$ cat config.mk
export PLATFORM = sky130hd
export DESIGN_NAME = slot_allocator_dense_active_list
export DESIGN_NICKNAME = d
export VERILOG_FILES = /design/src/sdal_pkg.sv /design/src/sdal_ram.sv /design/src/slot_allocator_dense_active_list.sv
export SDC_FILE = /design/constraint.sdc
export NUM_CORES = 1
export LEC_CHECK = 0
export ABC_AREA = 1
export BUFFER_PORTS_ARGS = -buffer_cell sky130_fd_sc_hd__buf_2
export CAP_MARGIN = 20
export CORE_UTILIZATION = 55
export DETAILED_ROUTE_END_ITERATION = 16
export GPL_TIMING_DRIVEN = 1
export PLACE_DENSITY = 0.8
export SLEW_MARGIN = 15
export SYNTH_ARGS = -nofsm -noshare
export SYNTH_HDL_FRONTEND = slang
export SYNTH_SLANG_ARGS = --single-unit
$ cat constraint.sdc
create_clock -name clk -period 13.78 [get_ports clk]
set_input_delay 2.756 -clock clk [delete_from_list [all_inputs] [get_ports clk]]
set_output_delay 2.756 -clock clk [all_outputs]
set_load 0.05 [all_outputs]
$ cat src/sdal_pkg.sv
// Package for the slot allocator: request opcodes and result status codes.
// No dependencies; used by slot_allocator_dense_active_list.
package sdal_pkg;

    typedef enum logic [0:0] {
        OP_ALLOC = 1'b0,
        OP_FREE  = 1'b1
    } opcode_t;

    typedef enum logic [1:0] {
        ST_OK       = 2'd0,
        ST_FULL     = 2'd1,
        ST_NOT_LIVE = 2'd2
    } status_t;

endpackage

$ cat src/sdal_ram.sv
// Simple dual-port RAM: one write port, one registered read port with write-through.
// No dependencies; used by slot_allocator_dense_active_list for the slot tables.
module sdal_ram #(
    parameter int WIDTH = 6,
    parameter int DEPTH = 64,
    localparam int AW = (DEPTH > 1) ? $clog2(DEPTH) : 1
) (
    input  logic             clk,
    input  logic             we,
    input  logic [AW-1:0]    waddr,
    input  logic [WIDTH-1:0] wdata,
    input  logic             re,
    input  logic [AW-1:0]    raddr,
    output logic [WIDTH-1:0] rdata
);

    logic [WIDTH-1:0] mem [DEPTH];
    logic [WIDTH-1:0] rdata_reg;

    always_ff @(posedge clk)
    begin
        if (we)
        begin
            mem[waddr] <= wdata;
        end
    end

    always_ff @(posedge clk)
    begin
        if (re)
        begin
            if (we && (waddr == raddr))
            begin
                rdata_reg <= wdata;
            end
            else
            begin
                rdata_reg <= mem[raddr];
            end
        end
    end

    assign rdata = rdata_reg;

endmodule

$ cat src/slot_allocator_dense_active_list.sv
// Slot allocator with free stack and dense active list; uses sdal_pkg and sdal_ram.
// done is registered behind one register stage for the table reads and one for the result;
// throughput: one transaction per cycle, busy stays low; the single read port of each table RAM
// is forwarded on a write. Reset clears live flags, owner counts, stack depth, high-water mark
// and live count at once; no clearing pass. Results cannot be stalled by the receiver.
module slot_allocator_dense_active_list #(
    parameter int SLOTS  = 64,
    parameter int OWNERS = 4,
    localparam int SW  = $clog2(SLOTS),
    localparam int CW  = $clog2(SLOTS + 1),
    localparam int OWB = (OWNERS > 1) ? $clog2(OWNERS) : 1
) (
    input  logic           clk,
    input  logic           rst_n,
    input  logic           start,
    output logic           busy,
    input  logic           opcode,
    input  logic [OWB-1:0] owner,
    input  logic [SW-1:0]  slot_to_free,
    output logic           done,
    output logic [SW-1:0]  slot,
    output logic [1:0]     status,
    output logic [CW-1:0]  live_total,
    output logic [CW-1:0]  owner_live
);

    logic                accept;
    logic [OWB-1:0]      owner_sat;
    logic                slot_in_range;

    logic                req_valid_reg;
    sdal_pkg::opcode_t   req_op_reg;
    logic [OWB-1:0]      req_owner_reg;
    logic [SW-1:0]       req_slot_reg;
    logic                req_in_range_reg;

    logic [CW-1:0]       free_depth_reg;
    logic [CW-1:0]       free_depth_next;
    logic [CW-1:0]       fresh_mark_reg;
    logic [CW-1:0]       fresh_mark_next;
    logic [CW-1:0]       live_count_reg;
    logic [CW-1:0]       live_count_next;
    logic                slot_live_reg [SLOTS];
    logic [CW-1:0]       owner_count_reg [OWNERS];

    logic [CW-1:0]       depth_dec;
    logic [CW-1:0]       live_dec;

    logic                fs_we;
    logic [SW-1:0]       fs_waddr;
    logic [SW-1:0]       fs_wdata;
    logic [SW-1:0]       fs_rdata;
    logic                al_we;
    logic [SW-1:0]       al_waddr;
    logic [SW-1:0]       al_wdata;
    logic [SW-1:0]       al_rdata;
    logic                lp_we;
    logic [SW-1:0]       lp_waddr;
    logic [SW-1:0]       lp_wdata;
    logic [SW-1:0]       lp_rdata;
    logic                so_we;
    logic [SW-1:0]       so_waddr;
    logic [OWB-1:0]      so_wdata;
    logic [OWB-1:0]      so_rdata;

    logic                store_full;
    logic                from_stack;
    logic [SW-1:0]       alloc_slot;
    logic                free_live;
    logic [CW-1:0]       alloc_cnt;
    logic [CW-1:0]       free_cnt;

    logic                live_we;
    logic [SW-1:0]       live_idx;
    logic                live_val;
    logic                cnt_we;
    logic [OWB-1:0]      cnt_idx;
    logic [CW-1:0]       cnt_val;

    logic [SW-1:0]       res_slot;
    sdal_pkg::status_t   res_status;
    logic [CW-1:0]       res_owner_live;

    logic                done_reg;
    logic [SW-1:0]       slot_reg;
    sdal_pkg::status_t   status_reg;
    logic [CW-1:0]       live_total_reg;
    logic [CW-1:0]       owner_live_reg;

    assign busy   = 1'b0;
    assign accept = start && !busy;

    assign owner_sat     = ({1'b0, owner} >= (OWB + 1)'(OWNERS)) ? OWB'(OWNERS - 1) : owner;
    assign slot_in_range = ({1'b0, slot_to_free} < (SW + 1)'(SLOTS));

    always_ff @(posedge clk or negedge rst_n)
    begin
        if (!rst_n)
        begin
            req_valid_reg <= 1'b0;
        end
        else
        begin
            req_valid_reg <= accept;
        end
    end

    always_ff @(posedge clk)
    begin
        if (accept)
        begin
            req_op_reg       <= sdal_pkg::opcode_t'(opcode);
            req_owner_reg    <= owner_sat;
            req_slot_reg     <= slot_to_free;
            req_in_range_reg <= slot_in_range;
        end
    end

    // read addresses follow the state left by the transaction now executing
    assign depth_dec = free_depth_next - CW'(1);
    assign live_dec  = live_count_next - CW'(1);

    sdal_ram #(.WIDTH(SW), .DEPTH(SLOTS)) u_free_stack (
        .clk   (clk),
        .we    (fs_we),
        .waddr (fs_waddr),
        .wdata (fs_wdata),
        .re    (accept),
        .raddr (depth_dec[SW-1:0]),
        .rdata (fs_rdata)
    );

    sdal_ram #(.WIDTH(SW), .DEPTH(SLOTS)) u_active_list (
        .clk   (clk),
        .we    (al_we),
        .waddr (al_waddr),
        .wdata (al_wdata),
        .re    (accept),
        .raddr (live_dec[SW-1:0]),
        .rdata (al_rdata)
    );

    sdal_ram #(.WIDTH(SW), .DEPTH(SLOTS)) u_list_position (
        .clk   (clk),
        .we    (lp_we),
        .waddr (lp_waddr),
        .wdata (lp_wdata),
        .re    (accept),
        .raddr (slot_to_free),
        .rdata (lp_rdata)
    );

    sdal_ram #(.WIDTH(OWB), .DEPTH(SLOTS)) u_slot_owner (
        .clk   (clk),
        .we    (so_we),
        .waddr (so_waddr),
        .wdata (so_wdata),
        .re    (accept),
        .raddr (slot_to_free),
        .rdata (so_rdata)
    );

    assign store_full = (free_depth_reg == '0) && (fresh_mark_reg == CW'(SLOTS));
    assign from_stack = (free_depth_reg != '0);
    assign alloc_slot = from_stack ? fs_rdata : fresh_mark_reg[SW-1:0];
    assign free_live  = req_in_range_reg && slot_live_reg[req_slot_reg];
    assign alloc_cnt  = owner_count_reg[req_owner_reg];
    assign free_cnt   = owner_count_reg[so_rdata];

    always_comb
    begin
        free_depth_next = free_depth_reg;
        fresh_mark_next = fresh_mark_reg;
        live_count_next = live_count_reg;
        fs_we          = 1'b0;
        fs_waddr       = free_depth_reg[SW-1:0];
        fs_wdata       = req_slot_reg;
        al_we          = 1'b0;
        al_waddr       = live_count_reg[SW-1:0];
        al_wdata       = alloc_slot;
        lp_we          = 1'b0;
        lp_waddr       = alloc_slot;
        lp_wdata       = live_count_reg[SW-1:0];
        so_we          = 1'b0;
        so_waddr       = alloc_slot;
        so_wdata       = req_owner_reg;
        live_we        = 1'b0;
        live_idx       = alloc_slot;
        live_val       = 1'b1;
        cnt_we         = 1'b0;
        cnt_idx        = req_owner_reg;
        cnt_val        = alloc_cnt + CW'(1);
        res_slot       = '0;
        res_status     = sdal_pkg::ST_OK;
        res_owner_live = '0;
        if (req_valid_reg)
        begin
            if (req_op_reg == sdal_pkg::OP_ALLOC)
            begin
                if (store_full)
                begin
                    res_status     = sdal_pkg::ST_FULL;
                    res_owner_live = alloc_cnt;
                end
                else
                begin
                    if (from_stack)
                    begin
                        free_depth_next = free_depth_reg - CW'(1);
                    end
                    else
                    begin
                        fresh_mark_next = fresh_mark_reg + CW'(1);
                    end
                    live_count_next = live_count_reg + CW'(1);
                    al_we          = 1'b1;
                    lp_we          = 1'b1;
                    so_we          = 1'b1;
                    live_we        = 1'b1;
                    cnt_we         = 1'b1;
                    res_slot       = alloc_slot;
                    res_owner_live = alloc_cnt + CW'(1);
                end
            end
            else if (!free_live)
            begin
                res_slot   = req_slot_reg;
                res_status = sdal_pkg::ST_NOT_LIVE;
            end
            else
            begin
                // swap-remove: move the last list entry into the freed position
                al_we    = 1'b1;
                al_waddr = lp_rdata;
                al_wdata = al_rdata;
                lp_we    = 1'b1;
                lp_waddr = al_rdata;
                lp_wdata = lp_rdata;
                live_we  = 1'b1;
                live_idx = req_slot_reg;
                live_val = 1'b0;
                cnt_idx  = so_rdata;
                if (free_cnt != '0)
                begin
                    cnt_we  = 1'b1;
                    cnt_val = free_cnt - CW'(1);
                end
                else
                begin
                    cnt_val = free_cnt;
                end
                live_count_next = live_count_reg - CW'(1);
                if ((CW'(req_slot_reg) + CW'(1)) == fresh_mark_reg)
                begin
                    fresh_mark_next = fresh_mark_reg - CW'(1);
                end
                else
                begin
                    fs_we = 1'b1;
                    if (free_depth_reg < CW'(SLOTS))
                    begin
                        free_depth_next = free_depth_reg + CW'(1);
                    end
                end
                res_slot       = req_slot_reg;
                res_owner_live = cnt_val;
            end
        end
    end

    always_ff @(posedge clk or negedge rst_n)
    begin
        if (!rst_n)
        begin
            free_depth_reg <= '0;
            fresh_mark_reg <= '0;
            live_count_reg <= '0;
            for (int i = 0; i < SLOTS; i++)
            begin
                slot_live_reg[i] <= 1'b0;
            end
            for (int j = 0; j < OWNERS; j++)
            begin
                owner_count_reg[j] <= '0;
            end
        end
        else
        begin
            free_depth_reg <= free_depth_next;
            fresh_mark_reg <= fresh_mark_next;
            live_count_reg <= live_count_next;
            if (live_we)
            begin
                slot_live_reg[live_idx] <= live_val;
            end
            if (cnt_we)
            begin
                owner_count_reg[cnt_idx] <= cnt_val;
            end
        end
    end

    always_ff @(posedge clk or negedge rst_n)
    begin
        if (!rst_n)
        begin
            done_reg <= 1'b0;
        end
        else
        begin
            done_reg <= req_valid_reg;
        end
    end

    always_ff @(posedge clk)
    begin
        if (req_valid_reg)
        begin
            slot_reg       <= res_slot;
            status_reg     <= res_status;
            live_total_reg <= live_count_next;
            owner_live_reg <= res_owner_live;
        end
    end

    assign done       = done_reg;
    assign slot       = slot_reg;
    assign status     = status_reg;
    assign live_total = live_total_reg;
    assign owner_live = owner_live_reg;

    a_result_follows: assert property (@(posedge clk) disable iff (!rst_n)
        accept |=> ##1 done)
        else $error("result strobe missing after accepted transaction");

    a_count_balance: assert property (@(posedge clk) disable iff (!rst_n)
        ({1'b0, live_count_reg} + {1'b0, free_depth_reg}) == {1'b0, fresh_mark_reg})
        else $error("live count does not match mark minus stacked slots");

    a_full_means_all_live: assert property (@(posedge clk) disable iff (!rst_n)
        (done && (status == sdal_pkg::ST_FULL)) |-> (live_total == CW'(SLOTS)))
        else $error("store full reported with free slots");

    a_owner_within_total: assert property (@(posedge clk) disable iff (!rst_n)
        done |-> (owner_live <= live_total))
        else $error("owner count exceeds live total");

endmodule

==> tab_implementation.tex, run 1 <==
\begin{tabular}{lr}
\hline
Metric & Value \\
\hline
\multicolumn{2}{l}{\textbf{Outcome}} \\
\quad Run status & finished clean \\
\multicolumn{2}{l}{\textbf{Timing}} \\
\quad Total negative slack & 0 ns \\
\quad Number of hold-slack violations in the final timing report & 0 \\
\quad Final setup violation count & 0 \\
\quad Final cycle utilization of the critical path & a little over two fifths \\
\quad Time the final worst path needs with I/O delays and setup & 5.89 ns \\
\quad Final slew viol count & 0 \\
\quad Maximum frequency from static timing analysis & about 170 MHz \\
\quad Transition time at the pin with the least slew margin & 1.16 ns \\
\quad Headroom to the max-slew limit & 22.6\% \\
\quad Setup repair after global routing missed its margin & no \\
\quad Final setup skew & 0.0295 ns \\
\multicolumn{2}{l}{\textbf{Clock tree}} \\
\quad Clock slew at reported path FFs & about 0.06 ns \\
\quad CTS Root Cell & sky130\_fd\_sc\_hd\_\_clkbuf\_16 \\
\quad Hold\_buf cts & 0 \\
\quad CTS tree & done \\
\quad Postcts setup bufs & 0 \\
\quad Number of gates given a new drive strength after cts & 0 \\
\quad Maximum root-to-sink buffer count & 3 \\
\quad Sinks on the clock net & roughly 670 \\
\quad Worst-skew pair later-pin latency & roughly 0.63 ns \\
\quad TritonCTS buffer count & 70 \\
\quad CTS H-tree depth & 3 \\
\multicolumn{2}{l}{\textbf{Routing}} \\
\quad Pre-Repair DR Iteration Count & 8 \\
\quad Total number of vias & 23000 \\
\quad Remaining number of nets flagged by the antenna check after routing & 0 \\
\quad Routed wire per std cell & around 21 um \\
\quad Via density per instance & 6.19 \\
\quad Violation count after the first detailed-route iteration & 2985 \\
\quad Post-route DRC & 0 \\
\quad Total wire length after detailed routing & roughly 80000 um \\
\multicolumn{2}{l}{\textbf{Final layout}} \\
\quad Share of layout cells above drive strength 1 & under 10\% \\
\quad Number of nets in the layout & 2997 \\
\quad Flip-flop count of the largest register, all copies and words added & 384 \\
\quad Growth of design area from synthesis to finish & 8.98\% \\
\quad Antenna diode count & 0 \\
\quad Non-Filler Instances & about 3700 \\
\quad Filler Cell Count & 4262 \\
\multicolumn{2}{l}{\textbf{Logic synthesis}} \\
\quad Count of distinct cell types in the synthesized netlist & 54 \\
\quad Synth Warn \# & 0 \\
\quad Cell Area, Synth & a little over 0.03 mm2 \\
\quad Cell accounting for the most synthesized area & sky130\_fd\_sc\_hd\_\_edfxtp\_1 \\
\quad Fraction of post-synthesis cell area in the top cell type by area & 54.5\% \\
\quad EDFF count, synth & 551 \\
\quad Number of flip-flops and latches in the synthesized netlist & 666 \\
\quad Leading cell types by total area after synthesis & sky130\_fd\_sc\_hd\_\_edfxtp\_1, sky130\_fd\_sc\_hd\_\_nand3\_1, sky130\_fd\_sc\_hd\_\_dfrtp\_1 \\
\quad Cells after synthesis & 3010 \\
\quad Sequential-to-total area share from yosys stat & 63.9\% \\
\quad Most common flop cell mapped by yosys & sky130\_fd\_sc\_hd\_\_edfxtp\_1 \\
\quad Syn Nets & between 3000 and 4000 \\
\quad Fraction of registers with async set or reset after synthesis & 17.3\% \\
\quad Post-Synthesis Mean Instance Area & 10.1 um2 \\
\multicolumn{2}{l}{\textbf{Floorplanning}} \\
\quad DIE HEIGHT & 237 um \\
\quad Boundary Pins & 36 \\
\quad Width of the die & 237 um \\
\quad Area inside the core boundary & about 0.054 mm2 \\
\quad Number of rows created at floorplan & 85 \\
\quad Initial standard-cell utilization of the core & 56.0\% \\
\quad Overall die area & 0.0562 mm2 \\
\multicolumn{2}{l}{\textbf{Global route}} \\
\quad Met2 Use GR & 44.9\% \\
\quad Total grt overflow & 0 \\
\quad Total global routing track utilization & 28.1\% \\
\quad Antenna violations before repair & 1 \\
\quad GR Util met1 & 38.0\% \\
\quad Maximum number of pins on one net before global-route repair & around 100 \\
\quad Vias in the first global route & 22000 \\
\quad Layer carrying the most global-route usage & met2 \\
\quad Met3 track utilization from global routing & 4.98\% \\
\quad Global-route wire length before repair & about 120000 um \\
\multicolumn{2}{l}{\textbf{Power}} \\
\quad Ratio of total power to cell area & 204 mW/mm2 \\
\quad Int Power & 4120 uW \\
\quad Switching power as a share of total power & 39.0\% \\
\quad Sequential group share of total power & 37.5\% \\
\quad Clock network power share & 27.7\% \\
\quad Peak VDD IR & between 150 and 200 uV \\
\quad Combinational power share & about a third \\
\quad Net switching power & 2630 uW \\
\quad Total leakage power & 0.0124 uW \\
\multicolumn{2}{l}{\textbf{Placement}} \\
\quad Post-detail-place hpwl & 46900 um \\
\quad Placed Cells & 3594 \\
\quad Routability Congestion & between 0.9 and 1 \\
\quad Number of input and output port buffers inserted & 34 \\
\multicolumn{2}{l}{\textbf{Setup path}} \\
\quad Crit Reg-Reg Endpoint & u\_free\_stack.rdata[3]\$\_DFFE\_PP\_ \\
\quad Worst reg2reg path startpoint & free\_depth\_reg[0]\$\_DFF\_PN0\_ \\
\quad Category of the worst setup path capture point & flop \\
\quad Setup crit start & free\_depth\_reg[0]\$\_DFF\_PN0\_ \\
\quad Kind of critical path & flop to flop \\
\quad Type of origin of the critical path & flop \\
\quad Worst endpoint data arrival time & about 6.4 ns \\
\quad R2r setup slk & 7.89 ns \\
\quad Required time of the worst setup path & 14.27 ns \\
\quad Worst-path fanout max & 101 \\
\quad Number of cells on the worst reg-to-reg path & 20 \\
\multicolumn{2}{l}{\textbf{Hold path}} \\
\quad Number of cells on the worst hold path & 1 \\
\quad End point of the most critical hold path & live\_count\_reg[6]\$\_DFF\_PN0\_ \\
\quad Path category of the worst min-delay check & flop to flop \\
\quad Beginning of the worst hold path & live\_count\_reg[6]\$\_DFF\_PN0\_ \\
\multicolumn{2}{l}{\textbf{Flow run}} \\
\quad Max-Cap Viols & 0 \\
\hline
\end{tabular}
-- power groups by stage --
stage	combinational, uW	clock [uW]	sequential, uW
final	2350	1870	2530
after CTS	2310	1880	2530
after detailed placement	2290	0	2560
after floorplan	1640	0	2580
after global routing	2570	1960	2550
after global placement	2240	0	2560
-- area by class of cell --
| class | count | area (um2) | share of cell area (%) |
|---|---|---|---|
| flip-flops and latches | 666 | 19400 | 58.7 |
| multi-input cells | 1964 | 9390 | 28.4 |
| clock inverters | 41 | 410 | 1.24 |
| clock buffers | 85 | 1860 | 5.62 |
| well taps | 696 | 871 | 2.63 |
| repair buffers | 58 | 357 | 1.08 |
| inverters | 210 | 793 | 2.40 |
-- synthesized netlist by cell type (4+ instances only) --
| library cell | n |
|---|---|
| sky130_fd_sc_hd__nand2_1 | 554 |
| sky130_fd_sc_hd__nand3_1 | 590 |
| sky130_fd_sc_hd__buf_4 | 31 |
| sky130_fd_sc_hd__a21oi_1 | 35 |
| sky130_fd_sc_hd__a32oi_1 | 5 |
| sky130_fd_sc_hd__buf_1 | 19 |
| sky130_fd_sc_hd__o221ai_1 | 7 |
| sky130_fd_sc_hd__or2_2 | 6 |
| sky130_fd_sc_hd__inv_2 | 4 |
| sky130_fd_sc_hd__nor4_1 | 4 |
| sky130_fd_sc_hd__nor2_1 | 316 |
| sky130_fd_sc_hd__dfrtp_1 | 115 |
| sky130_fd_sc_hd__nor2_2 | 8 |
| sky130_fd_sc_hd__buf_2 | 32 |
| sky130_fd_sc_hd__o22ai_1 | 47 |
| sky130_fd_sc_hd__ha_1 | 14 |
| sky130_fd_sc_hd__edfxtp_1 | 551 |
| sky130_fd_sc_hd__nor3_1 | 7 |
| sky130_fd_sc_hd__o21ai_1 | 18 |
| sky130_fd_sc_hd__inv_1 | 197 |
| sky130_fd_sc_hd__nand4_1 | 22 |
| sky130_fd_sc_hd__o21ai_0 | 247 |
| sky130_fd_sc_hd__xor2_1 | 24 |
| sky130_fd_sc_hd__clkinv_1 | 7 |
| sky130_fd_sc_hd__xnor2_1 | 5 |
| sky130_fd_sc_hd__a31oi_1 | 11 |
| sky130_fd_sc_hd__clkbuf_1 | 85 |
-- metal layers --
layer / up-vias / part of all wire (%)
li1: 10400 / -
met1: 11000 / 39
met2: 1411 / 47
met3: 200 / 10
met4: 2 / 3.6
met5: - / 0.014
-- stage by stage --
step           hold WS [ns]  power (uW)  setup WS (ns)  util (%)  area [um2]
2_1_floorplan         0.439        4220           9.00         -       30400
3_3_place_gp          0.466        4790           8.10      56.8       30800
3_5_place_dp          0.464        4860           7.92      56.8       30800
4_1_cts               0.483        6720           8.06      61.0       33100
5_1_grt               0.505        7080           7.51      61.0       33100
6_report              0.476        6750           7.89      61.0       33100
-- layout by cell type (no fill, tap or decap), types with 24 or more instances in the layout --
cell,instances
sky130_fd_sc_hd__nor2_1,316
sky130_fd_sc_hd__a21oi_1,35
sky130_fd_sc_hd__o22ai_1,47
sky130_fd_sc_hd__nand2_1,552
sky130_fd_sc_hd__buf_2,33
sky130_fd_sc_hd__edfxtp_1,551
sky130_fd_sc_hd__clkbuf_16,71
sky130_fd_sc_hd__nand3_1,590
sky130_fd_sc_hd__inv_1,197
sky130_fd_sc_hd__o21ai_0,247
sky130_fd_sc_hd__xor2_1,24
sky130_fd_sc_hd__buf_4,24
sky130_fd_sc_hd__dfrtp_1,115
-- worst max path at each step --
| stage | to | slack, ns | depth (start not counted) |
|---|---|---|---|
| after floorplan | u_free_stack.rdata[3]$_DFFE_PP_ | 9.00 | 27 |
| after global routing | u_free_stack.rdata[4]$_DFFE_PP_ | 7.51 | 24 |
| after CTS | u_free_stack.rdata[3]$_DFFE_PP_ | 8.06 | 20 |
| final | u_free_stack.rdata[3]$_DFFE_PP_ | 7.89 | 20 |
| after detailed placement | u_slot_owner.rdata[1]$_DFFE_PP_ | 7.92 | 11 |
| after global placement | u_slot_owner.rdata[0]$_DFFE_PP_ | 8.10 | 11 |
-- critical path: stages (launching register included) --
cell                      delay, ns
sky130_fd_sc_hd__dfrtp_1       0.60
sky130_fd_sc_hd__inv_1         0.47
sky130_fd_sc_hd__ha_1          0.23
sky130_fd_sc_hd__nand4_1       0.45
sky130_fd_sc_hd__inv_1         0.37
sky130_fd_sc_hd__nor2_1        0.13
sky130_fd_sc_hd__inv_1         0.10
sky130_fd_sc_hd__nand2_1       0.04
sky130_fd_sc_hd__o21ai_0       0.12
sky130_fd_sc_hd__nand2_1       0.16
sky130_fd_sc_hd__o21ai_4       0.21
sky130_fd_sc_hd__buf_4         0.77
sky130_fd_sc_hd__buf_4         0.92
sky130_fd_sc_hd__nand2_1       0.13
sky130_fd_sc_hd__nand3_1       0.15
sky130_fd_sc_hd__nand3_1       0.10
sky130_fd_sc_hd__nand3_1       0.13
sky130_fd_sc_hd__nand3_1       0.17
sky130_fd_sc_hd__nand3_1       0.17
sky130_fd_sc_hd__nand3_1       0.09
sky130_fd_sc_hd__nand2_1       0.07
-- cell families after synthesis --
family | after synthesis | synth area share (%)
xor+xnor | 32 | 1.03
fa+ha+maj | 15 | 0.643
simple gates | 1520 | 21.8
compound gates | 395 | 7.20
buf+inv | 380 | 5.30
mux | 1 | 0.0330
other cells | 1 | 0.0123
flops | 666 | 63.9
Note: power is estimated with default switching activity, not from simulation.
==> inputs of run 2 (changes only) <==
Clock period 13.78 ns to 5.8 ns, I/O delays scaled along.
==> tab_implementation.tex, run 2 (synthesis results as in run 1) <==
\begin{tabular}{lr}
\hline
Metric & Value \\
\hline
\multicolumn{2}{l}{\textbf{Clock tree}} \\
\quad TritonCTS buffer count & 68 \\
\quad Clock slew at reported path FFs & about 0.06 ns \\
\quad Maximum root-to-sink buffer count & 3 \\
\quad Number of gates given a new drive strength after cts & 0 \\
\quad CTS H-tree depth & 3 \\
\quad CTS tree & done \\
\quad CTS Root Cell & sky130\_fd\_sc\_hd\_\_clkbuf\_16 \\
\quad Postcts setup bufs & 0 \\
\quad Hold\_buf cts & 0 \\
\quad Sinks on the clock net & 666 \\
\quad Worst-skew pair later-pin latency & 0.62 ns \\
\multicolumn{2}{l}{\textbf{Outcome}} \\
\quad Run status & finished clean \\
\multicolumn{2}{l}{\textbf{Setup path}} \\
\quad Worst-path fanout max & 54 \\
\quad Most Frequent Cell on Critical Path & sky130\_fd\_sc\_hd\_\_nand3\_1 \\
\quad Kind of critical path & flop to flop \\
\quad Number of buffers and inverters on the critical path & 5 \\
\quad Setup crit start & fs\_wdata[1]\$\_DFFE\_PP\_ \\
\quad Number of cells on the worst reg-to-reg path & 24 \\
\quad Worst reg2reg path startpoint & fs\_wdata[1]\$\_DFFE\_PP\_ \\
\quad Required time of the worst setup path & about 6 ns \\
\quad Largest stage delay, worst path & 0.84 ns \\
\quad Category of the worst setup path capture point & flop \\
\quad Delay-heaviest family, CP & simple AND/OR/NAND/NOR gates \\
\quad Cell with the biggest individual delay on the critical path & sky130\_fd\_sc\_hd\_\_edfxtp\_1 \\
\quad Count of cell instances traversed by the critical path & 24 \\
\quad Type of origin of the critical path & flop \\
\quad Worst endpoint data arrival time & approximately 5.3 ns \\
\quad Crit path cell chain & ha\_1 > inv\_1 > nor2\_2 > inv\_1 > o21ai\_0 > nand3\_1 > nor2\_4 > nand2\_2 > nand2\_1 > nand2\_1 > nand3\_1 > nand2\_1 > o21ai\_4 > inv\_2 > ha\_4 > inv\_2 > buf\_12 > nand3\_1 > nand3\_1 > nand3\_1 > nand3\_1 > nand3\_1 > nand3\_1 > nand2\_1 \\
\multicolumn{2}{l}{\textbf{Timing}} \\
\quad Maximum frequency from static timing analysis & 205 MHz \\
\quad Final cycle utilization of the critical path & 84.0\% \\
\quad Transition time at the pin with the least slew margin & $\sim$1.1 ns \\
\quad Final setup skew & 0.0283 ns \\
\quad Final setup violation count & 0 \\
\quad Setup repair after global routing missed its margin & no \\
\quad Total negative slack & 0 ns \\
\quad Final slew viol count & 0 \\
\quad Headroom to the max-slew limit & roughly 27\% \\
\quad Number of hold-slack violations in the final timing report & 0 \\
\quad Time the final worst path needs with I/O delays and setup & 4.87 ns \\
\multicolumn{2}{l}{\textbf{Global route}} \\
\quad Vias in the first global route & between 20000 and 25000 \\
\quad Antenna violations before repair & 2 \\
\quad Maximum number of pins on one net before global-route repair & 195 \\
\quad Total grt overflow & 0 \\
\quad Global-route wire length before repair & roughly 120000 um \\
\quad Total global routing track utilization & about 28\% \\
\multicolumn{2}{l}{\textbf{Routing}} \\
\quad Violation count after the first detailed-route iteration & 3174 \\
\quad Total number of vias & 23100 \\
\quad Post-route DRC & 0 \\
\quad Via density per instance & between 6 and 7 \\
\quad Routed wire per std cell & 21.1 um \\
\quad Remaining number of nets flagged by the antenna check after routing & 0 \\
\quad Pre-Repair DR Iteration Count & 7 \\
\quad Total wire length after detailed routing & roughly 79000 um \\
\multicolumn{2}{l}{\textbf{Final layout}} \\
\quad Filler Cell Count & 4328 \\
\quad Number of nets in the layout & around 3000 \\
\quad Area taken by flip-flops and latches & 0.0194 mm2 \\
\quad Flip-flop count of the largest register, all copies and words added & 384 \\
\quad Post-route cell area & 0.0332 mm2 \\
\quad Share of layout cells above drive strength 1 & around 7\% \\
\quad Growth of design area from synthesis to finish & 9.28\% \\
\quad Most used cells in the layout excluding fill and tap cells & sky130\_fd\_sc\_hd\_\_nand3\_1, sky130\_fd\_sc\_hd\_\_nand2\_1, sky130\_fd\_sc\_hd\_\_edfxtp\_1 \\
\quad Most common cell after layout, fill and taps aside & sky130\_fd\_sc\_hd\_\_nand3\_1 \\
\quad Antenna diode count & 0 \\
\quad Combined area of the multi-input logic cells & 0.00937 mm2 \\
\multicolumn{2}{l}{\textbf{Hold path}} \\
\quad Path category of the worst min-delay check & flop to flop \\
\quad Number of cells on the worst hold path & 1 \\
\quad Beginning of the worst hold path & live\_count\_reg[6]\$\_DFF\_PN0\_ \\
\multicolumn{2}{l}{\textbf{Floorplanning}} \\
\quad Overall die area & between 0.05 and 0.06 mm2 \\
\quad Width of the die & roughly 240 um \\
\quad Initial standard-cell utilization of the core & 56.0\% \\
\quad Number of rows created at floorplan & 85 \\
\quad Boundary Pins & 36 \\
\quad DIE HEIGHT & 237 um \\
\quad Area inside the core boundary & roughly 0.054 mm2 \\
\multicolumn{2}{l}{\textbf{Power}} \\
\quad Ratio of total power to cell area & 485 mW/mm2 \\
\quad Total leakage power & 0.0125 uW \\
\quad Peak VDD IR & 403 uV \\
\multicolumn{2}{l}{\textbf{Flow run}} \\
\quad Max-Cap Viols & 0 \\
\multicolumn{2}{l}{\textbf{Placement}} \\
\quad Routability Congestion & 0.977 \\
\quad Number of input and output port buffers inserted & 34 \\
\quad Post-detail-place hpwl & 47900 um \\
\quad Area after detailed placement & between 0.03 and 0.04 mm2 \\
\hline
\end{tabular}
-- run 2: cell count changes in the layout (fill, tap and decap cells not counted), sizes merged --
| cell | before | now |
|---|---|---|
| clkdlybuf4s15 | 1 | 0 |
| clkinv | 27 | 21 |
| clkinvlp | 9 | 0 |
| clkbuf | 85 | 100 |
| buf | 57 | 74 |
| inv | 210 | 208 |
-- run 2: area by class of cell --
class                   instances  area share, %
well taps                     696           2.62
multi-input cells            1964           28.2
repair buffers                 74           1.59
inverters                     210           2.39
flip-flops and latches        666           58.5
clock buffers                 100           5.84
clock inverters                24          0.825
-- run 2: metal layers --
metal | up-vias | share of wire (%) | global-route usage [%]
met5 | - | 0.032 | 0
met4 | 4 | 4.7 | 14.0
met3 | 272 | 10 | 5.81
met2 | 1409 | 47 | 45.0
met1 | 11000 | 38 | 36.6
li1 | 10400 | - | -
-- run 2: stage by stage --
step / worst slack, ns / total power (uW) / instances / util, % / hold slack [ns]
4_1_cts: 1.04 / 16000 / 3734 / 61.2 / 0.472
3_3_place_gp: 1.26 / 11500 / 3610 / 57.1 / 0.463
2_1_floorplan: 1.02 / 10000 / 3010 / - / 0.439
5_1_grt: 0.652 / 16900 / 3734 / 61.2 / 0.492
6_report: 0.929 / 16100 / 3734 / 61.2 / 0.468
3_5_place_dp: 1.07 / 11600 / 3610 / 57.1 / 0.458
-- run 2: power breakdown --
group	internal, uW	leakage, uW	switching, uW
combinational	1600	0.00495	4060
clock	2560	0.00108	1830
sequential	5700	0.00647	356
total	9860	0.0125	6240
-- run 2: final timing paths --
check                                             endpoint  slack [ns]
max                        u_free_stack.rdata[5]$_DFFE_PP_        0.93
min                            live_count_reg[6]$_DFF_PN0_        0.47
max reg2reg                u_free_stack.rdata[5]$_DFFE_PP_        0.93
min reg2reg                    live_count_reg[6]$_DFF_PN0_        0.47
max in group asynchronous    fresh_mark_reg[0]$_DFFE_PN0P_        3.95
min in group asynchronous    slot_live_reg[51]$_DFFE_PN0P_        0.68
